## src/rtl/core/rne_pkg.sv

```systemverilog
// ----------------------------------------------------------------------------
// rne_pkg
// Types and constants shared by the Roman numeral encoder modules.
// ----------------------------------------------------------------------------
package rne_pkg;

   localparam int unsigned VALUE_W = 12;
   localparam int unsigned CHAR_W  = 7;
   localparam int unsigned DIGIT_W = 4;
   localparam int unsigned NUM_POS = 4;

   localparam logic [VALUE_W-1:0] VALUE_MAX = 12'd3999;

   // ASCII letters
   localparam logic [CHAR_W-1:0] CHAR_NONE = 7'd0;
   localparam logic [CHAR_W-1:0] CHAR_M    = 7'd77;
   localparam logic [CHAR_W-1:0] CHAR_D    = 7'd68;
   localparam logic [CHAR_W-1:0] CHAR_C    = 7'd67;
   localparam logic [CHAR_W-1:0] CHAR_L    = 7'd76;
   localparam logic [CHAR_W-1:0] CHAR_X    = 7'd88;
   localparam logic [CHAR_W-1:0] CHAR_V    = 7'd86;
   localparam logic [CHAR_W-1:0] CHAR_I    = 7'd73;

   // One classified request: error flag and decimal digits, index 0 = units
   typedef struct packed {
      logic                             err;
      logic [NUM_POS-1:0][DIGIT_W-1:0] digits;
   } rne_item_type;

endpackage

```

## src/rtl/core/rne_front.sv

```systemverilog
// ----------------------------------------------------------------------------
// rne_front
// Three-stage pipeline that range-checks a request and splits it into
// thousands, hundreds, tens and units digits by constant compares.
// ----------------------------------------------------------------------------
module rne_front (
   input  logic                              clock,
   input  logic                              reset,
   input  logic                              req_valid,
   output logic                              req_ready,
   input  logic [rne_pkg::VALUE_W-1:0]       req_value,
   output logic                              item_valid,
   input  logic                              item_ready,
   output rne_pkg::rne_item_type             item
);

   // stage 1: range check and thousands
   logic        s1_valid_ff;
   logic        s1_err_ff,   s1_err_in;
   logic [3:0]  s1_th_ff,    s1_th_in;
   logic [9:0]  s1_rem_ff,   s1_rem_in;
   // stage 2: hundreds
   logic        s2_valid_ff;
   logic        s2_err_ff;
   logic [3:0]  s2_th_ff;
   logic [3:0]  s2_h_ff,     s2_h_in;
   logic [6:0]  s2_rem_ff,   s2_rem_in;
   // stage 3: tens and units
   logic        s3_valid_ff;
   rne_pkg::rne_item_type s3_item_ff, s3_item_in;
   logic [3:0]  tens;
   logic [6:0]  rem_units;

   logic s1_free, s2_free, s3_free;

   assign s3_free   = !s3_valid_ff || item_ready;
   assign s2_free   = !s2_valid_ff || s3_free;
   assign s1_free   = !s1_valid_ff || s2_free;
   assign req_ready = s1_free;

   always_comb begin
      logic [11:0] sub;
      s1_err_in = (req_value == '0) || (req_value > rne_pkg::VALUE_MAX);
      priority if (req_value >= 12'd3000) begin
         s1_th_in = 4'd3;
         sub      = 12'd3000;
      end else if (req_value >= 12'd2000) begin
         s1_th_in = 4'd2;
         sub      = 12'd2000;
      end else if (req_value >= 12'd1000) begin
         s1_th_in = 4'd1;
         sub      = 12'd1000;
      end else begin
         s1_th_in = 4'd0;
         sub      = 12'd0;
      end
      // out of range values wrap here; the error flag covers them
      s1_rem_in = 10'(req_value - sub);
   end

   always_comb begin
      logic [9:0] r;
      s2_h_in = 4'd0;
      for (int k = 1; k < 10; k++) begin
         if (s1_rem_ff >= 10'(k * 100)) begin
            s2_h_in = s2_h_in + 4'd1;
         end
      end
      r         = s1_rem_ff - ({6'd0, s2_h_in} * 10'd100);
      s2_rem_in = r[6:0];
   end

   always_comb begin
      tens = 4'd0;
      for (int k = 1; k < 10; k++) begin
         if (s2_rem_ff >= 7'(k * 10)) begin
            tens = tens + 4'd1;
         end
      end
      rem_units            = s2_rem_ff - ({3'd0, tens} * 7'd10);
      s3_item_in.err       = s2_err_ff;
      s3_item_in.digits[3] = s2_th_ff;
      s3_item_in.digits[2] = s2_h_ff;
      s3_item_in.digits[1] = tens;
      s3_item_in.digits[0] = rem_units[3:0];
   end

   always_ff @(posedge clock) begin
      if (reset) begin
         s1_valid_ff <= 1'b0;
         s2_valid_ff <= 1'b0;
         s3_valid_ff <= 1'b0;
      end else begin
         if (s1_free) begin
            s1_valid_ff <= req_valid;
         end
         if (s2_free) begin
            s2_valid_ff <= s1_valid_ff;
         end
         if (s3_free) begin
            s3_valid_ff <= s2_valid_ff;
         end
      end
   end

   always_ff @(posedge clock) begin
      if (s1_free) begin
         s1_err_ff <= s1_err_in;
         s1_th_ff  <= s1_th_in;
         s1_rem_ff <= s1_rem_in;
      end
      if (s2_free) begin
         s2_err_ff <= s1_err_ff;
         s2_th_ff  <= s1_th_ff;
         s2_h_ff   <= s2_h_in;
         s2_rem_ff <= s2_rem_in;
      end
      if (s3_free) begin
         s3_item_ff <= s3_item_in;
      end
   end

   assign item_valid = s3_valid_ff;
   assign item       = s3_item_ff;

endmodule

```

## src/rtl/core/rne_queue.sv

```systemverilog
// ----------------------------------------------------------------------------
// rne_queue
// Small FIFO of classified requests between the front and back ends.
// ----------------------------------------------------------------------------
module rne_queue #(
   parameter int unsigned DEPTH = 2
) (
   input  logic                  clock,
   input  logic                  reset,
   input  logic                  push_valid,
   output logic                  push_ready,
   input  rne_pkg::rne_item_type push_item,
   output logic                  pop_valid,
   input  logic                  pop_ready,
   output rne_pkg::rne_item_type pop_item
);

   localparam int unsigned PTR_W = (DEPTH > 1) ? $clog2(DEPTH) : 1;
   localparam int unsigned CNT_W = $clog2(DEPTH + 1);
   localparam logic [PTR_W-1:0] PTR_LAST = PTR_W'(DEPTH - 1);
   localparam logic [CNT_W-1:0] CNT_FULL = CNT_W'(DEPTH);

   rne_pkg::rne_item_type mem_ff [DEPTH];
   logic [PTR_W-1:0] wr_ptr_ff, rd_ptr_ff;
   logic [CNT_W-1:0] count_ff;
   logic push, pop;

   assign push_ready = (count_ff != CNT_FULL);
   assign pop_valid  = (count_ff != '0);
   assign push       = push_valid && push_ready;
   assign pop        = pop_valid && pop_ready;
   assign pop_item   = mem_ff[rd_ptr_ff];

   always_ff @(posedge clock) begin
      if (reset) begin
         wr_ptr_ff <= '0;
         rd_ptr_ff <= '0;
         count_ff  <= '0;
      end else begin
         if (push) begin
            wr_ptr_ff <= (wr_ptr_ff == PTR_LAST) ? '0 : wr_ptr_ff + 1'b1;
         end
         if (pop) begin
            rd_ptr_ff <= (rd_ptr_ff == PTR_LAST) ? '0 : rd_ptr_ff + 1'b1;
         end
         if (push && !pop) begin
            count_ff <= count_ff + 1'b1;
         end else if (pop && !push) begin
            count_ff <= count_ff - 1'b1;
         end
      end
   end

   always_ff @(posedge clock) begin
      if (push) begin
         mem_ff[wr_ptr_ff] <= push_item;
      end
   end

endmodule

```

## src/rtl/core/rne_back.sv

```systemverilog
// ----------------------------------------------------------------------------
// rne_back
// Sequencer that walks the digits of one request and emits one numeral
// letter per cycle into a registered response slot while rsp_ready does not stall it.
// ----------------------------------------------------------------------------
module rne_back (
   input  logic                          clock,
   input  logic                          reset,
   input  logic                          item_valid,
   output logic                          item_ready,
   input  rne_pkg::rne_item_type         item,
   output logic                          rsp_valid,
   input  logic                          rsp_ready,
   output logic [rne_pkg::CHAR_W-1:0]    rsp_char_code,
   output logic                          rsp_error,
   output logic                          rsp_last
);

   typedef enum logic [1:0] {
      SYM_ONE,
      SYM_FIVE,
      SYM_TEN
   } sym_type;

   function automatic logic [2:0] digit_len(input logic [3:0] d);
      logic [2:0] n;
      unique case (d)
         4'd1:    n = 3'd1;
         4'd2:    n = 3'd2;
         4'd3:    n = 3'd3;
         4'd4:    n = 3'd2;
         4'd5:    n = 3'd1;
         4'd6:    n = 3'd2;
         4'd7:    n = 3'd3;
         4'd8:    n = 3'd4;
         4'd9:    n = 3'd2;
         default: n = 3'd0;
      endcase
      return n;
   endfunction

   function automatic sym_type digit_sym(input logic [3:0] d, input logic [1:0] k);
      sym_type s;
      if (d == 4'd4) begin
         s = (k == 2'd0) ? SYM_ONE : SYM_FIVE;
      end else if (d == 4'd9) begin
         s = (k == 2'd0) ? SYM_ONE : SYM_TEN;
      end else if (d >= 4'd5) begin
         s = (k == 2'd0) ? SYM_FIVE : SYM_ONE;
      end else begin
         s = SYM_ONE;
      end
      return s;
   endfunction

   function automatic logic [rne_pkg::CHAR_W-1:0] letter(input logic [1:0] pos,
                                                          input sym_type s);
      logic [rne_pkg::CHAR_W-1:0] c;
      unique case (pos)
         2'd3: c = rne_pkg::CHAR_M;
         2'd2: c = (s == SYM_ONE) ? rne_pkg::CHAR_C :
                   (s == SYM_FIVE) ? rne_pkg::CHAR_D : rne_pkg::CHAR_M;
         2'd1: c = (s == SYM_ONE) ? rne_pkg::CHAR_X :
                   (s == SYM_FIVE) ? rne_pkg::CHAR_L : rne_pkg::CHAR_C;
         default: c = (s == SYM_ONE) ? rne_pkg::CHAR_I :
                      (s == SYM_FIVE) ? rne_pkg::CHAR_V : rne_pkg::CHAR_X;
      endcase
      return c;
   endfunction

   logic                  busy_ff;
   rne_pkg::rne_item_type cur_ff;
   logic [1:0]            pos_ff, pos_in;
   logic [1:0]            k_ff;
   logic                  rsp_valid_ff;
   logic [rne_pkg::CHAR_W-1:0] rsp_char_ff, char_in;
   logic                  rsp_error_ff;
   logic                  rsp_last_ff;

   logic [3:0] cur_dig;
   logic       out_free, fire, digit_done, lower_nz, is_last, load;
   logic [1:0] next_pos, load_pos;

   assign out_free   = !rsp_valid_ff || rsp_ready;
   assign fire       = busy_ff && out_free;
   assign cur_dig    = cur_ff.digits[pos_ff];
   assign digit_done = ({1'b0, k_ff} + 3'd1) == digit_len(cur_dig);
   assign is_last    = cur_ff.err || (digit_done && !lower_nz);
   assign load       = item_valid && (!busy_ff || (fire && is_last));
   assign item_ready = !busy_ff || (fire && is_last);
   assign char_in    = cur_ff.err ? rne_pkg::CHAR_NONE
                                  : letter(pos_ff, digit_sym(cur_dig, k_ff));

   // highest nonzero digit below the current one
   always_comb begin
      lower_nz = 1'b0;
      next_pos = 2'd0;
      for (int i = 0; i < rne_pkg::NUM_POS; i++) begin
         if ((2'(i) < pos_ff) && (cur_ff.digits[i] != '0)) begin
            lower_nz = 1'b1;
            next_pos = 2'(i);
         end
      end
   end

   // highest nonzero digit of an incoming request
   always_comb begin
      load_pos = 2'd0;
      for (int i = 0; i < rne_pkg::NUM_POS; i++) begin
         if (item.digits[i] != '0) begin
            load_pos = 2'(i);
         end
      end
   end

   assign pos_in = load ? load_pos : next_pos;

   always_ff @(posedge clock) begin
      if (reset) begin
         busy_ff      <= 1'b0;
         rsp_valid_ff <= 1'b0;
      end else begin
         if (load) begin
            busy_ff <= 1'b1;
         end else if (fire && is_last) begin
            busy_ff <= 1'b0;
         end
         if (out_free) begin
            rsp_valid_ff <= fire;
         end
      end
   end

   always_ff @(posedge clock) begin
      if (load) begin
         cur_ff <= item;
         pos_ff <= pos_in;
         k_ff   <= 2'd0;
      end else if (fire) begin
         if (digit_done) begin
            pos_ff <= pos_in;
            k_ff   <= 2'd0;
         end else begin
            k_ff <= k_ff + 2'd1;
         end
      end
      if (fire) begin
         rsp_char_ff  <= char_in;
         rsp_error_ff <= cur_ff.err;
         rsp_last_ff  <= is_last;
      end
   end

   assign rsp_valid     = rsp_valid_ff;
   assign rsp_char_code = rsp_char_ff;
   assign rsp_error     = rsp_error_ff;
   assign rsp_last      = rsp_last_ff;

endmodule

```

## src/rtl/core/roman_numeral_encoder.sv

```systemverilog
// ----------------------------------------------------------------------------
// roman_numeral_encoder
// Converts a 12-bit integer to its Roman numeral, one ASCII letter per response.
// ----------------------------------------------------------------------------
// Each request produces one response per numeral letter, 1 to 15 responses
// (3888 is the longest), the final one flagged by rsp_last; zero or a value
// above 3999 produces a single response with rsp_error set and code 0. The
// letter sequencer emits one letter per cycle while the output is not held
// by rsp_ready, and numerals follow one another with no gap when the next
// request already waits in the queue. A request passes the three digit
// split stages and then the queue before the sequencer takes it up, and
// its first letter is registered into the response slot after that; up to
// QUEUE_DEPTH split requests wait in the queue while a long numeral drains.
module roman_numeral_encoder #(
   parameter int unsigned QUEUE_DEPTH = 2
) (
   input  logic                           clock,
   input  logic                           reset,
   input  logic                           req_valid,
   output logic                           req_ready,
   input  logic [rne_pkg::VALUE_W-1:0]    req_value,
   output logic                           rsp_valid,
   input  logic                           rsp_ready,
   output logic [rne_pkg::CHAR_W-1:0]     rsp_char_code,
   output logic                           rsp_error,
   output logic                           rsp_last
);

   logic                  front_valid, front_ready;
   rne_pkg::rne_item_type front_item;
   logic                  queue_valid, queue_ready;
   rne_pkg::rne_item_type queue_item;

   rne_front u_front (
      .clock      (clock),
      .reset      (reset),
      .req_valid  (req_valid),
      .req_ready  (req_ready),
      .req_value  (req_value),
      .item_valid (front_valid),
      .item_ready (front_ready),
      .item       (front_item)
   );

   rne_queue #(
      .DEPTH (QUEUE_DEPTH)
   ) u_queue (
      .clock      (clock),
      .reset      (reset),
      .push_valid (front_valid),
      .push_ready (front_ready),
      .push_item  (front_item),
      .pop_valid  (queue_valid),
      .pop_ready  (queue_ready),
      .pop_item   (queue_item)
   );

   rne_back u_back (
      .clock         (clock),
      .reset         (reset),
      .item_valid    (queue_valid),
      .item_ready    (queue_ready),
      .item          (queue_item),
      .rsp_valid     (rsp_valid),
      .rsp_ready     (rsp_ready),
      .rsp_char_code (rsp_char_code),
      .rsp_error     (rsp_error),
      .rsp_last      (rsp_last)
   );

   a_error_is_last : assert property (@(posedge clock) disable iff (reset)
      (rsp_valid && rsp_error) |-> (rsp_last && rsp_char_code == rne_pkg::CHAR_NONE))
      else $error("error response must be a single empty letter");

   a_letter_legal : assert property (@(posedge clock) disable iff (reset)
      (rsp_valid && !rsp_error) |->
         (rsp_char_code == rne_pkg::CHAR_M || rsp_char_code == rne_pkg::CHAR_D ||
          rsp_char_code == rne_pkg::CHAR_C || rsp_char_code == rne_pkg::CHAR_L ||
          rsp_char_code == rne_pkg::CHAR_X || rsp_char_code == rne_pkg::CHAR_V ||
          rsp_char_code == rne_pkg::CHAR_I))
      else $error("response letter is not a numeral letter");

   a_reset_empty : assert property (@(posedge clock)
      reset |=> !rsp_valid)
      else $error("response valid after reset");

   a_error_after_last : assert property (@(posedge clock) disable iff (reset)
      (rsp_valid && rsp_ready && !rsp_last) ##1 rsp_valid |-> !rsp_error)
      else $error("error response inside a numeral");

endmodule
```

## config.mk

```make
export PLATFORM = sky130hd
export DESIGN_NAME = roman_numeral_encoder
export DESIGN_NICKNAME = d
export VERILOG_FILES = /design/src/rtl/core/rne_pkg.sv /design/src/rtl/core/rne_front.sv /design/src/rtl/core/rne_queue.sv /design/src/rtl/core/rne_back.sv /design/src/rtl/core/roman_numeral_encoder.sv
export SDC_FILE = /design/constraint.sdc
export NUM_CORES = 1
export LEC_CHECK = 0
export CAP_MARGIN = 40
export CELL_PAD_IN_SITES_DETAIL_PLACEMENT = 1
export CELL_PAD_IN_SITES_GLOBAL_PLACEMENT = 1
export CORE_ASPECT_RATIO = 1.4
export CORE_MARGIN = 3
export CORE_UTILIZATION = 51
export CTS_BUF_LIST = sky130_fd_sc_hd__clkbuf_8
export DETAILED_ROUTE_END_ITERATION = 8
export DONT_BUFFER_PORTS = 1
export PLACE_DENSITY = 0.79
export RECOVER_POWER = 100
export SYNTH_ARGS = -nofsm -noshare
export SYNTH_HDL_FRONTEND = slang
export SYNTH_HIERARCHICAL = 1
export SYNTH_SLANG_ARGS = --single-unit
```

## constraint.sdc

```tcl
create_clock -name clock -period 7 [get_ports clock]
set_input_delay 0.35 -clock clock [delete_from_list [all_inputs] [get_ports clock]]
set_output_delay 0.35 -clock clock [all_outputs]
set_load 0.05 [all_outputs]
```

-- Word-level counts from Yosys, hierarchy flattened
Memory sizes are Yosys's and may differ from the RTL's. A register that Yosys moved wholly into a read port is not among the register bits.
Index checks and enable logic that the tools add are counted.
- multiplexer cells: 63
- $mul: 2
- equal/unequal tests: 8
- $add $sub $neg: 25
- magnitude comparators: 28
- reductions and logical operators: 43
- operator list (operator ; number):
    $mux 4 ; 20
    $add 4x1->4 const B ; 14
    $ge 10x10->1 const B ; 4
    $ge 10x9->1 const B ; 3
    $mux 10 ; 3
    $mux 2 ; 15
    $reduce_bool 4->1 ; 7
    $ge 7x6->1 const B ; 3
    $ge 7x7->1 const B ; 3
    $mux 7 ; 3
    $pmux 7 s3 ; 1
    $mux 1 ; 20
    $ge 7x5->1 const B ; 2
    $ge 12x10->1 const B ; 1
    $ge 12x11->1 const B ; 1
    $ge 12x12->1 const B ; 1
    $gt 12x12->1 const B ; 1
    $logic_not 12->1 ; 1
    $logic_and 1x1->1 ; 11
    $ge 10x7->1 const B ; 1
    $ge 10x8->1 const B ; 1
    $reduce_bool 2->1 ; 5
    $sub 10x10->10 ; 1
    $bmux 4 s2 ; 1
    other kinds (25) ; 46
- ROM bits: 48
- memory bits (writable): 34
- input bits: 16
- register bits: 87
- output and inout bits: 11
- memories: 2
- memories (name ; depth ; bits a word ; rd ports ; clocked after Yosys merged registers in ; write ports ; line ; source):
    (no name shown) ; 16 ; 3 ; 1 ; 0 ; 0 ; rne_back.sv:27 ; unique case (d)
    u_queue.mem_ff ; 2 ; 17 ; 1 ; 1 ; 1 ; rne_queue.sv:23 ; rne_pkg::rne_item_type mem_ff [DEPTH];

-- Logic depth before layout (Yosys ltp)
Gate-level depths: netlist of run 1.
- depth after elaboration: 20
- depth in mapped cells: 30
- gate-level depth less buffers: 29

-- Modules after synthesis
The synthesis of run 1 kept the hierarchy.
- by module, submodules not included (module ; area each (µm²) ; sequential area each (µm²) ; instances ; cells an instance):
    rne_front ; 3478.3 ; 1321.3 ; 1 ; 343
    rne_back ; 1620.3 ; 890.9 ; 1 ; 133
    rne_queue ; 1447.6 ; 1121.1 ; 1 ; 77

-- Worst setup path before layout of run 1
Ideal clock, no wire load.
- kind: reg2reg
- start point: register u_front.s2_rem_ff[2]
- end point: register u_front.s3_item_ff (netlist bit u_front/item[3]) (data pin)
- buffers on the path: 0
- slack: 1.156 ns
- arrival: 5.577 ns
- stages on the path, launching flop included: 24
- data required time: 6.734 ns
- period minus slack after synthesis: 5.844 ns
- path through: edfxtp_1 or2_2 nand2_1 nand2_1 ha_1 xor2_1 xnor2_1 inv_1 ha_1 mux2_2 ha_1 mux2_2 ha_1 mux2_2 ha_1 mux2_2 ha_1 mux2_2 inv_1 fa_1 xor2_1 xnor2_1 xnor2_1 xnor2_1
- cells in the longest elaborated chain, start to end: 20
- ends and longest elaborated chain (element ; line ; source):
    start: declaration ; rne_front.sv:27 ; logic [6:0] s2_rem_ff, s2_rem_in;
    start signal: assignment ; rne_front.sv:116 ; s2_rem_ff <= s2_rem_in;
    $ge 7x4->1 ; rne_front.sv:76 ; if (s2_rem_ff >= 7'(k * 10)) begin
    $mux 1 ; rne_front.sv:76 ;
    $add 1x1->2 ; rne_front.sv:77 ; tens = tens + 4'd1;
    $mux 4 ; rne_front.sv:76 ;
    $add 4x1->4 ; rne_front.sv:77 ;
    $mux 4 ; rne_front.sv:76 ;
    $add 4x1->4 ; rne_front.sv:77 ;
    $mux 4 ; rne_front.sv:76 ;
    [... 6 more ...] ; -- ;
    $add 4x1->4 ; rne_front.sv:77 ;
    $mux 4 ; rne_front.sv:76 ;
    $add 4x1->4 ; rne_front.sv:77 ;
    $mux 4 * ; rne_front.sv:76 ;
    net u_front.tens[1] ; rne_front.sv:31 ; logic [3:0] tens;
    $mul 4x3->3 * ; rne_front.sv:80 ; rem_units = s2_rem_ff - ({3'd0, tens} * 7'd10);
    $sub 4x4->4 * ; rne_front.sv:80 ;
    net u_front.rem_units[3] ; rne_front.sv:32 ; logic [6:0] rem_units;
    end signal: assignment ; rne_front.sv:119 ; s3_item_ff <= s3_item_in;
    end: declaration ; rne_front.sv:30 ; rne_pkg::rne_item_type s3_item_ff, s3_item_in;
Mark *: on every way through the listed nets, which the timed path passes. The rest lies on a longest branch.
A chain may end at the register's enable or synchronous reset.

-- Worst setup path after layout of run 1
Ends and elaborated chain as after synthesis.

==> results of run 1 <==
==> cell families (layout without fill, tap and decap cells) <==
kind of cell	Yosys count	in the layout	synth area share
flops	115	115	0.509
buf+inv	57	77	0.0398
simple gates	156	156	0.123
xor+xnor	53	53	0.0812
fa+ha+maj	35	35	0.0703
compound gates	100	100	0.109
mux	35	35	0.0659
other cells	2	3	0.00115
==> registers in the layout, indices dropped and copies added, names as in the netlist, 4 cells and up, named ones only <==
name                  count
u_back/cur_ff            17
u_back/rsp_char_code      6
u_front/s2_rem_ff         7
u_front/item             15
u_front/s2_h_ff           4
u_queue/mem_ff           34
u_front/s1_rem_ff        10
==> area by class of cell <==
cell class / instances / area, sq um / share of cell area
inverters: 39 / 146 / 0.0208
multi-input cells: 382 / 2920 / 0.414
clock buffers: 18 / 248 / 0.0351
flip-flops and latches: 115 / 3330 / 0.473
clock inverters: 14 / 170 / 0.0241
well taps: 150 / 188 / 0.0266
repair buffers: 6 / 47.5 / 0.00674
==> metal layers <==
metal  up-vias  routed length, um
li1       2041                  -
met4         0                171
met1      2103               5010
met2        69               8090
met3        13                366
met5         -                  0
==> cells in the final DEF, fill, tap and decap left out, drive strengths merged, types with 4 or more instances in the layout <==
cell         instances
and3                10
a21o                 8
dfxtp               12
nor2                31
bufinv               4
xor2                24
a21oi               17
xnor2               28
dlygate4sd3          4
and2                 5
nand2b               8
or2                  5
o21a                 7
nand3               10
clkinv               5
mux4                 4
nor3                 8
edfxtp             103
or4                  4
nor4                 8
inv                 42
nor2b                5
nand2               42
mux2i                6
nand4                8
ha                  32
mux2                25
clkbuf              20
o21ai               29
==> stage by stage <==
stage | area (sq um) | worst slack (ns) | utilization
final | 7050 | 0.617 | 0.567
after global routing | 7050 | 0.225 | 0.567
after CTS | 7120 | 0.743 | 0.572
after detailed placement | 6660 | 0.756 | 0.536
after global placement | 6630 | 1.04 | 0.533
after floorplan | 6550 | 1.16 | -
==> critical path: stages, from the launching register on <==
cell and delay [ns]:
edfxtp_1 0.49, or2_2 0.33, nand2_1 0.07, nand2_1 0.08, ha_1 0.33, xor2_1 0.24, xnor2_1 0.15, clkbuf_1 0.33
inv_1 0.11, ha_1 0.30, mux2_2 0.28, ha_1 0.29, mux2_1 0.34, ha_1 0.31, mux2_2 0.28, ha_1 0.30
mux2_2 0.30, ha_1 0.28, mux2_1 0.15, inv_1 0.07, fa_1 0.41, xor2_1 0.19, xnor2_1 0.21, xnor2_1 0.11
xnor2_1 0.16
==> worst max path at each step <==
stage                                    start               to  slack [ns]  cells after the start
after floorplan           u_front/s2_rem_ff[2]  u_front/item[3]        1.16                     23
after global placement    u_front/s2_rem_ff[2]  u_front/item[3]        1.04                     24
after detailed placement  u_front/s2_rem_ff[2]  u_front/item[3]        0.76                     24
after CTS                 u_front/s2_rem_ff[2]  u_front/item[3]        0.74                     24
after global routing      u_front/s2_rem_ff[2]  u_front/item[3]        0.23                     24
final                     u_front/s2_rem_ff[2]  u_front/item[3]        0.62                     24
==> what timing repair did <==
item / 4_1_cts / 5_1_grt
setup buffers: 0 / 0
endpoints found under the hold margin: 12 / 0
endpoints found under the setup margin: 0 / 0
hold buffers: 4 / 0
==> run metrics, run 1 <==
register bit count reported by yosys 115; post_cts resized 0; H-Tree Level Count 4; met3 Usage GRT 0.0468; dominant cell type by area after synthesis edfxtp_1; top cells by area, synth edfxtp_1 47%, ha_1 6.1%, mux2_2 4.3%, dfxtp_1 3.7%, xnor2_1 3.5%; met2 Usage GRT 0.413; die span in y 140 um; nets@finish 612; Non-Filler Instances 724; worst hold slack 0.0678 ns; CTS root buf clkbuf_8; Final Setup Violations 0; drt first-iter violations 153; DR vias 4,226; Mapped Cells 553; syn avg cell area 11.8 sq um; sequential element share of the synthesized area 0.509; routability cong. 0.818; most common cell in the netlist edfxtp_1; die width 102 um; setup_tns 0 ns; Rows 48; CP Launch Type register; synth warn 6; Reg2Reg Depth 24; WL per Instance 18.8 um; DIE AREA 14,300 sq um; actual slew at the worst max-slew pin 1.83 ns; unrepaired setup endpoints after global routing no; IO buf count 0; vias per cell 5.84; Max Slew Vio Count 6; fill count 1,301; clk_skew 0.0136 ns; first-pass GRT wire length 23.0 mm; synth unique cells 75; reg2reg setup slack 0.62 ns; final period utilization 0.912; max_slew headroom -0.255; Cells after DPL 688; proportion of layout cells with a drive suffix above 1 0.108; core area 12,400 sq um; critical path arrival 6.53 ns; worst skew pair latency 0.42 ns; M1 GR Usage 0.209; vias in the first global route 4,722; DRC 0; Synth Cell Area 6550 sq um; failing checks capacitance limit, slew limit; GRT Max-Usage Layer met2; antenna violations before repair 0; EDFF count, synth 103; R2R Path Start u_front/s2_rem_ff[2]; ant diodes 0; clk buf depth 2; area added between synthesis and finish 7.68%; TritonCTS Buffers 17; largest net degree at the start of global routing 18; fmax 0.157 GHz; Final Hold Fails 0; Global Route Usage Sum 0.210; RR Endpoint u_front/item[3]; Final ANT Viol Nets 0; IO Pins 27; CP Capture Type register; Routed WL 13.6 mm; outcome finished, violations left; cell count of the worst hold path 2; Worst Hold Launch req_valid; Min-Delay Endpoint u_front/s1_valid_ff; Primary FF master, synth edfxtp_1; Initial Util 0.527; Post-synth top cells 103 x edfxtp_1, 42 x nand2_1, 39 x inv_1; final critical-path required period 6.38 ns; critical path class register to register; Post-synth ARST share 0; CP Data Required Time 7.15 ns; HPWL Detailed 10.5 mm; Worst Path Max Fanout 7; Synth top area share 0.472; Max Cap Violations 1; CTS tree yes; Pre-antenna DRT Iters 4; clock-pin slew on the worst setup and hold paths 0.06 ns; TritonCTS Sinks 115; Hold Path Class input pin to register; gr ovfl total 0
Power of run 1 is not shown: default switching activity piles up to over one toggle a cycle in this logic, so the estimate is an artifact.
==> inputs of run 2 (changes only) <==
--- a/config.mk
+++ b/config.mk
@@ -12,10 +12,12 @@
 export CORE_MARGIN = 3
 export CORE_UTILIZATION = 51
 export CTS_BUF_LIST = sky130_fd_sc_hd__clkbuf_8
+export CTS_CLUSTER_SIZE = 16
 export DETAILED_ROUTE_END_ITERATION = 8
 export DONT_BUFFER_PORTS = 1
 export PLACE_DENSITY = 0.79
 export RECOVER_POWER = 100
+export SLEW_MARGIN = 20
 export SYNTH_ARGS = -nofsm -noshare
 export SYNTH_HDL_FRONTEND = slang
 export SYNTH_HIERARCHICAL = 1
==> constraint.sdc (replaced) <==
create_clock -name clock -period 6.6 [get_ports clock]
set_input_delay 0.33 -clock clock [delete_from_list [all_inputs] [get_ports clock]]
set_output_delay 0.33 -clock clock [all_outputs]
set_load 0.05 [all_outputs]
==> run metrics, run 2 (synthesis gave the netlist of run 1 again) <==
outcome finished, violations left; failing checks capacitance limit, slew limit; cell count of the worst hold path 2 (unchanged); Initial Util 0.527 (unchanged); Worst Path Max Fanout 5 (-2); core area 12,400 sq um (unchanged); DRC 0 (unchanged); Top reg by flops u_queue/mem_ff; proportion of layout cells with a drive suffix above 1 0.121 (+0.0133); max reg flops 34 (unchanged); WL per Instance 19.0 um (+1.1%); Routed WL 13.8 mm (+1.6%); Reg2Reg Depth 24 (unchanged); DR vias 4,321 (+2.2%); Non-Filler Instances 727 (+0.41%); fmax 0.159 GHz (+1.7%); nets@finish 615 (+0.49%); CTS tree yes; worst setup path startpoint u_front/s2_rem_ff[1]; Pre-antenna DRT Iters 4 (unchanged); final period utilization 0.951 (+0.0390); max_slew headroom -0.339 (-0.0841); antenna violations before repair 0 (unchanged); area of the multi-input gates 2940 sq um (+0.73%); critical path arrival 6.44 ns (-0.09 ns); first-pass GRT wire length 23.1 mm (+0.39%); Hold Path Class input pin to register; TritonCTS Buffers 17 (unchanged); clk buf depth 2 (unchanged); Rows 48 (unchanged); Final Hold Fails 0 (unchanged); R2R Path Start u_front/s2_rem_ff[1]; H-Tree Level Count 4 (unchanged); DIE AREA 14,300 sq um (unchanged); actual slew at the worst max-slew pin 1.96 ns (+0.123 ns); Max Cap Violations 1 (unchanged); CP Launch Type register; Final Setup Violations 0 (unchanged); die span in y 140 um (unchanged); register area 3330 sq um (unchanged); area added between synthesis and finish 8.60%; TritonCTS Sinks 115 (unchanged); RR Endpoint u_front/item[3]; final critical-path required period 6.28 ns (-0.107 ns); routability cong. 0.830 (+1.5%); reg2reg setup slack 0.32 ns (-0.29 ns); Max Slew Vio Count 6 (unchanged); unrepaired setup endpoints after global routing no; clk_skew 0.00911 ns (-0.00447 ns); die width 102 um (unchanged); commonest non-fill, non-tap cell in the layout edfxtp_1; most frequent cells in the layout 103 x edfxtp_1, 42 x inv_1, 42 x nand2_1; gr ovfl total 0 (unchanged); IO Pins 27 (unchanged); HPWL Detailed 10.5 mm (about the same); worst skew pair latency 0.42 ns (about the same); vias per cell 5.94 (+1.8%); Cells after DPL 687 (-0.15%); ant diodes 0 (unchanged); critical path class register to register; drt first-iter violations 185 (+21%); vias in the first global route 4,837 (+2.4%); fill count 1,279 (-1.7%); Final ANT Viol Nets 0 (unchanged); CTS root buf clkbuf_8; Worst Hold Launch req_valid; CP Data Required Time 6.76 ns (-0.39 ns); largest net degree at the start of global routing 18 (unchanged); Min-Delay Endpoint u_front/s1_valid_ff; Global Route Usage Sum 0.210 (+0.000246); clock-pin slew on the worst setup and hold paths 0.07 ns (about the same); setup_tns 0 ns (unchanged); CP Capture Type register; IO buf count 0 (unchanged)
==> run 2: worst max-delay path by stage <==
stage	endpoint	cells after the start	slack, ns
floorplan	u_front/item[3]	23	0.76
global placement	u_front/item[3]	23	0.49
detailed placement	u_front/item[3]	23	0.16
CTS	u_front/item[3]	23	0.1
global route	u_front/item[3]	24	0.004
finish	u_front/item[3]	24	0.32
==> run 2: timing repair <==
item                                    4_1_cts  5_1_grt
resized for setup                             0        4
hold buffers                                  4        0
buffers inserted                              0        3
hold endpoints to repair                     12        0
endpoints found under the setup margin        0        2
==> run 2: cell type report <==
class,count,share of cell area
clock buffers,18,0.0348
clock inverters,14,0.0262
inverters,39,0.0206
multi-input cells,382,0.413
flip-flops and latches,115,0.469
well taps,150,0.0264
repair buffers,9,0.00986
==> run 2: stage by stage <==
stage	instance area (sq um)	worst slack (ns)	utilization	hold slack [ns]
2_1_floorplan	6550	0.756	-	0.399
3_3_place_gp	6620	0.489	0.533	0.400
3_5_place_dp	6640	0.161	0.534	0.406
4_1_cts	7110	0.0960	0.572	0.00737
5_1_grt	7110	0.00431	0.572	0.00400
6_report	7110	0.324	0.572	0.0365
==> run 2: worst max-delay path: stages (launching register included) <==
cell	delay (ns)
edfxtp_1	0.44
or2_2	0.34
nand2_1	0.07
nand2_1	0.08
ha_1	0.35
xor2_2	0.23
ha_1	0.26
o21ai_0	0.08
o31ai_1	0.14
ha_1	0.32
mux2_2	0.30
ha_1	0.30
mux2_2	0.30
ha_1	0.32
mux2_2	0.29
ha_1	0.30
mux2_2	0.30
ha_1	0.28
mux2_2	0.15
inv_1	0.05
fa_1	0.39
xor2_1	0.18
xnor2_1	0.24
xnor2_1	0.13
xnor2_1	0.16
==> run 2: routing by layer <==
layer  wire, um  GRT usage  vias to the layer above
met1       4950      0.207                     2146
met3        387     0.0473                       28
met4        464      0.101                        0
li1           -          -                     2054
met5          0          0                        -
met2       8040      0.401                       93
Power of run 2 is left out for the same reason.
==> inputs of run 3 (changes only) <==
==> constraint.sdc (replaced) <==
create_clock -name clock -period 6.9 [get_ports clock]
set_input_delay 0.345 -clock clock [delete_from_list [all_inputs] [get_ports clock]]
set_output_delay 0.345 -clock clock [all_outputs]
set_load 0.05 [all_outputs]
==> run metrics, run 3 (synthesis gave the netlist of run 1 again) <==
most frequent cells in the layout 103 x edfxtp_1, 42 x nand2_1, 40 x inv_1; Initial Util 0.527 (unchanged); critical path class register to register; first-pass GRT wire length 23.0 mm (-0.63%); worst hold slack 0.0543 ns (+0.0177 ns); Worst path most repeated cell ha_1; Global Route Usage Sum 0.208 (-0.00267); H-Tree Level Count 4 (unchanged); HPWL Detailed 10.6 mm (+1.2%); die width 102 um (unchanged); Hold Path Class input pin to register; critical path arrival 6.52 ns (+0.08 ns); Reg2Reg Depth 23 (-4.2%); post-CTS setup buffers 0 (unchanged); Top reg by flops u_queue/mem_ff; Final Hold Fails 0 (unchanged); actual slew at the worst max-slew pin 1.92 ns (-0.0361 ns); Worst Path Max Fanout 7 (+2); Setup WS post-layout 0.536 ns (+0.212 ns); proportion of layout cells with a drive suffix above 1 0.110 (-0.0116); DR vias 4,283 (-0.88%); CP Launch Type register; Routed WL 13.8 mm (-0.30%); TritonCTS Buffers 17 (unchanged); max_slew headroom -0.314 (+0.0247); Final ANT Viol Nets 0 (unchanged); routability cong. 0.828 (-0.31%); Final Setup Violations 0 (unchanged); ant diodes 0 (unchanged); largest net degree at the start of global routing 18 (unchanged); critical path's largest stage delay 0.54 ns (+0.10 ns); worst setup path startpoint u_front/s2_rem_ff[2]; Max Cap Violations 1 (unchanged); commonest non-fill, non-tap cell in the layout edfxtp_1; gr ovfl total 0 (unchanged); CTS root buf clkbuf_8; antenna violations before repair 0 (unchanged); WL per Instance 19.1 um (+0.11%); outcome finished, violations left; DRC 0 (unchanged); Critical Path End u_front/item[3]; clk_skew 0.0123 ns (+0.00314 ns); final instance area 7070 sq um (-0.62%); worst skew pair latency 0.42 ns (about the same); post_cts resized 0 (unchanged); CP Capture Type register; reg2reg setup slack 0.54 ns (+0.21 ns); clock-pin slew on the worst setup and hold paths 0.07 ns (about the same); dpl cell area 6640 sq um (unchanged); vias in the first global route 4,716 (-2.5%); failing checks capacitance limit, slew limit; pre-CTS WS 0.570 ns (+0.408 ns); core area 12,400 sq um (unchanged); clk buf depth 2 (unchanged); unrepaired setup endpoints after global routing no; drt first-iter violations 199 (+7.6%); CP Data Required Time 7.05 ns (+0.29 ns); final critical-path required period 6.36 ns (+0.0879 ns); setup_tns 0 ns (unchanged); fmax 0.157 GHz (-1.4%); IO Pins 27 (unchanged); Pre-antenna DRT Iters 4 (unchanged); Max Slew Vio Count 6 (unchanged); CP cell instances or2_2 -> nand2_1 -> nand2_1 -> ha_1 -> xor2_1 -> xnor2_1 -> inv_1 -> ha_1 -> mux2_1 -> ha_1 -> mux2_2 -> ha_1 -> mux2_2 -> ha_1 -> mux2_2 -> ha_1 -> mux2_2 -> inv_1 -> fa_1 -> xor2_1 -> xnor2_1 -> xnor2_1 -> xnor2_1; DIE AREA 14,300 sq um (unchanged); final period utilization 0.922 (-0.0286); CTS tree yes; Rows 48 (unchanged); Worst path slowest cell xnor2_1; IO buf count 0 (unchanged); TritonCTS Sinks 115 (unchanged); vias per cell 5.92 (-0.47%); R2R Path Start u_front/s2_rem_ff[2]; die span in y 140 um (unchanged); nets@finish 612 (-0.49%); max reg flops 34 (unchanged); area added between synthesis and finish 7.93%; RR Endpoint u_front/item[3]
==> run 3: changes by cell type in the layout (fill, tap and decap cells not counted), moves of 2 or more <==
cell,change
clkinvlp_4,+3
inv_1,-2
buf_4,-3
inv_6,-2
clkinv_1,+2
==> run 3: worst min path at each step <==
stage	start	slack (ns)	end	cells past startpoint
detailed placement	u_front/s1_err_ff	0.41	u_front/s2_err_ff	0
global placement	u_front/s2_err_ff	0.40	u_front/item[16]	0
finish	req_valid	0.05	u_front/s1_valid_ff	2
CTS	req_valid	0.02	u_front/s1_valid_ff	2
floorplan	u_front/s2_rem_ff[0]	0.40	u_front/item[0]	0
global route	req_valid	0.06	u_front/s1_valid_ff	2
==> run 3: cell type report <==
| cell class | count | area, sq um |
|---|---|---|
| timing repair buffer | 6 | 47.5 |
| multi-input combinational | 382 | 2920 |
| tap | 150 | 188 |
| fill | 1270 | 5370 |
| clock inverter | 14 | 186 |
| inverter | 39 | 146 |
| clock buffer | 18 | 248 |
| sequential | 115 | 3330 |
==> run 3: worst max-delay path: cells and delay by family, from the launching register on <==
family | cells | cell delay (ns)
fa+ha+maj | 7 | 2.22
simple gates | 3 | 0.48
xor+xnor | 6 | 1.36
mux | 5 | 1.32
buf+inv | 2 | 0.19
flops | 1 | 0.51
==> run 3: metrics by stage <==
| step | util | std cells |
|---|---|---|
| 6_report | 0.568 | 724 |
| 5_1_grt | 0.568 | 724 |
| 4_1_cts | 0.572 | 723 |
| 3_5_place_dp | 0.534 | 687 |
| 3_3_place_gp | 0.533 | 686 |
| 2_1_floorplan | - | 554 |
==> run 3: routing by layer <==
| metal | up-vias | GRT usage | part of all wire |
|---|---|---|---|
| met2 | 66 | 0.391 | 0.58 |
| li1 | 2049 | - | - |
| met5 | - | 0 | 0 |
| met4 | 0 | 0.0966 | 0.024 |
| met1 | 2145 | 0.216 | 0.37 |
| met3 | 23 | 0.0364 | 0.021 |
==> run 3: timing repair <==
item                       CTS  global route
hold endpoints to repair    12             0
hold buffers                 4             0
setup endpoints to repair    0             0
Power of run 3 is left out for the same reason.
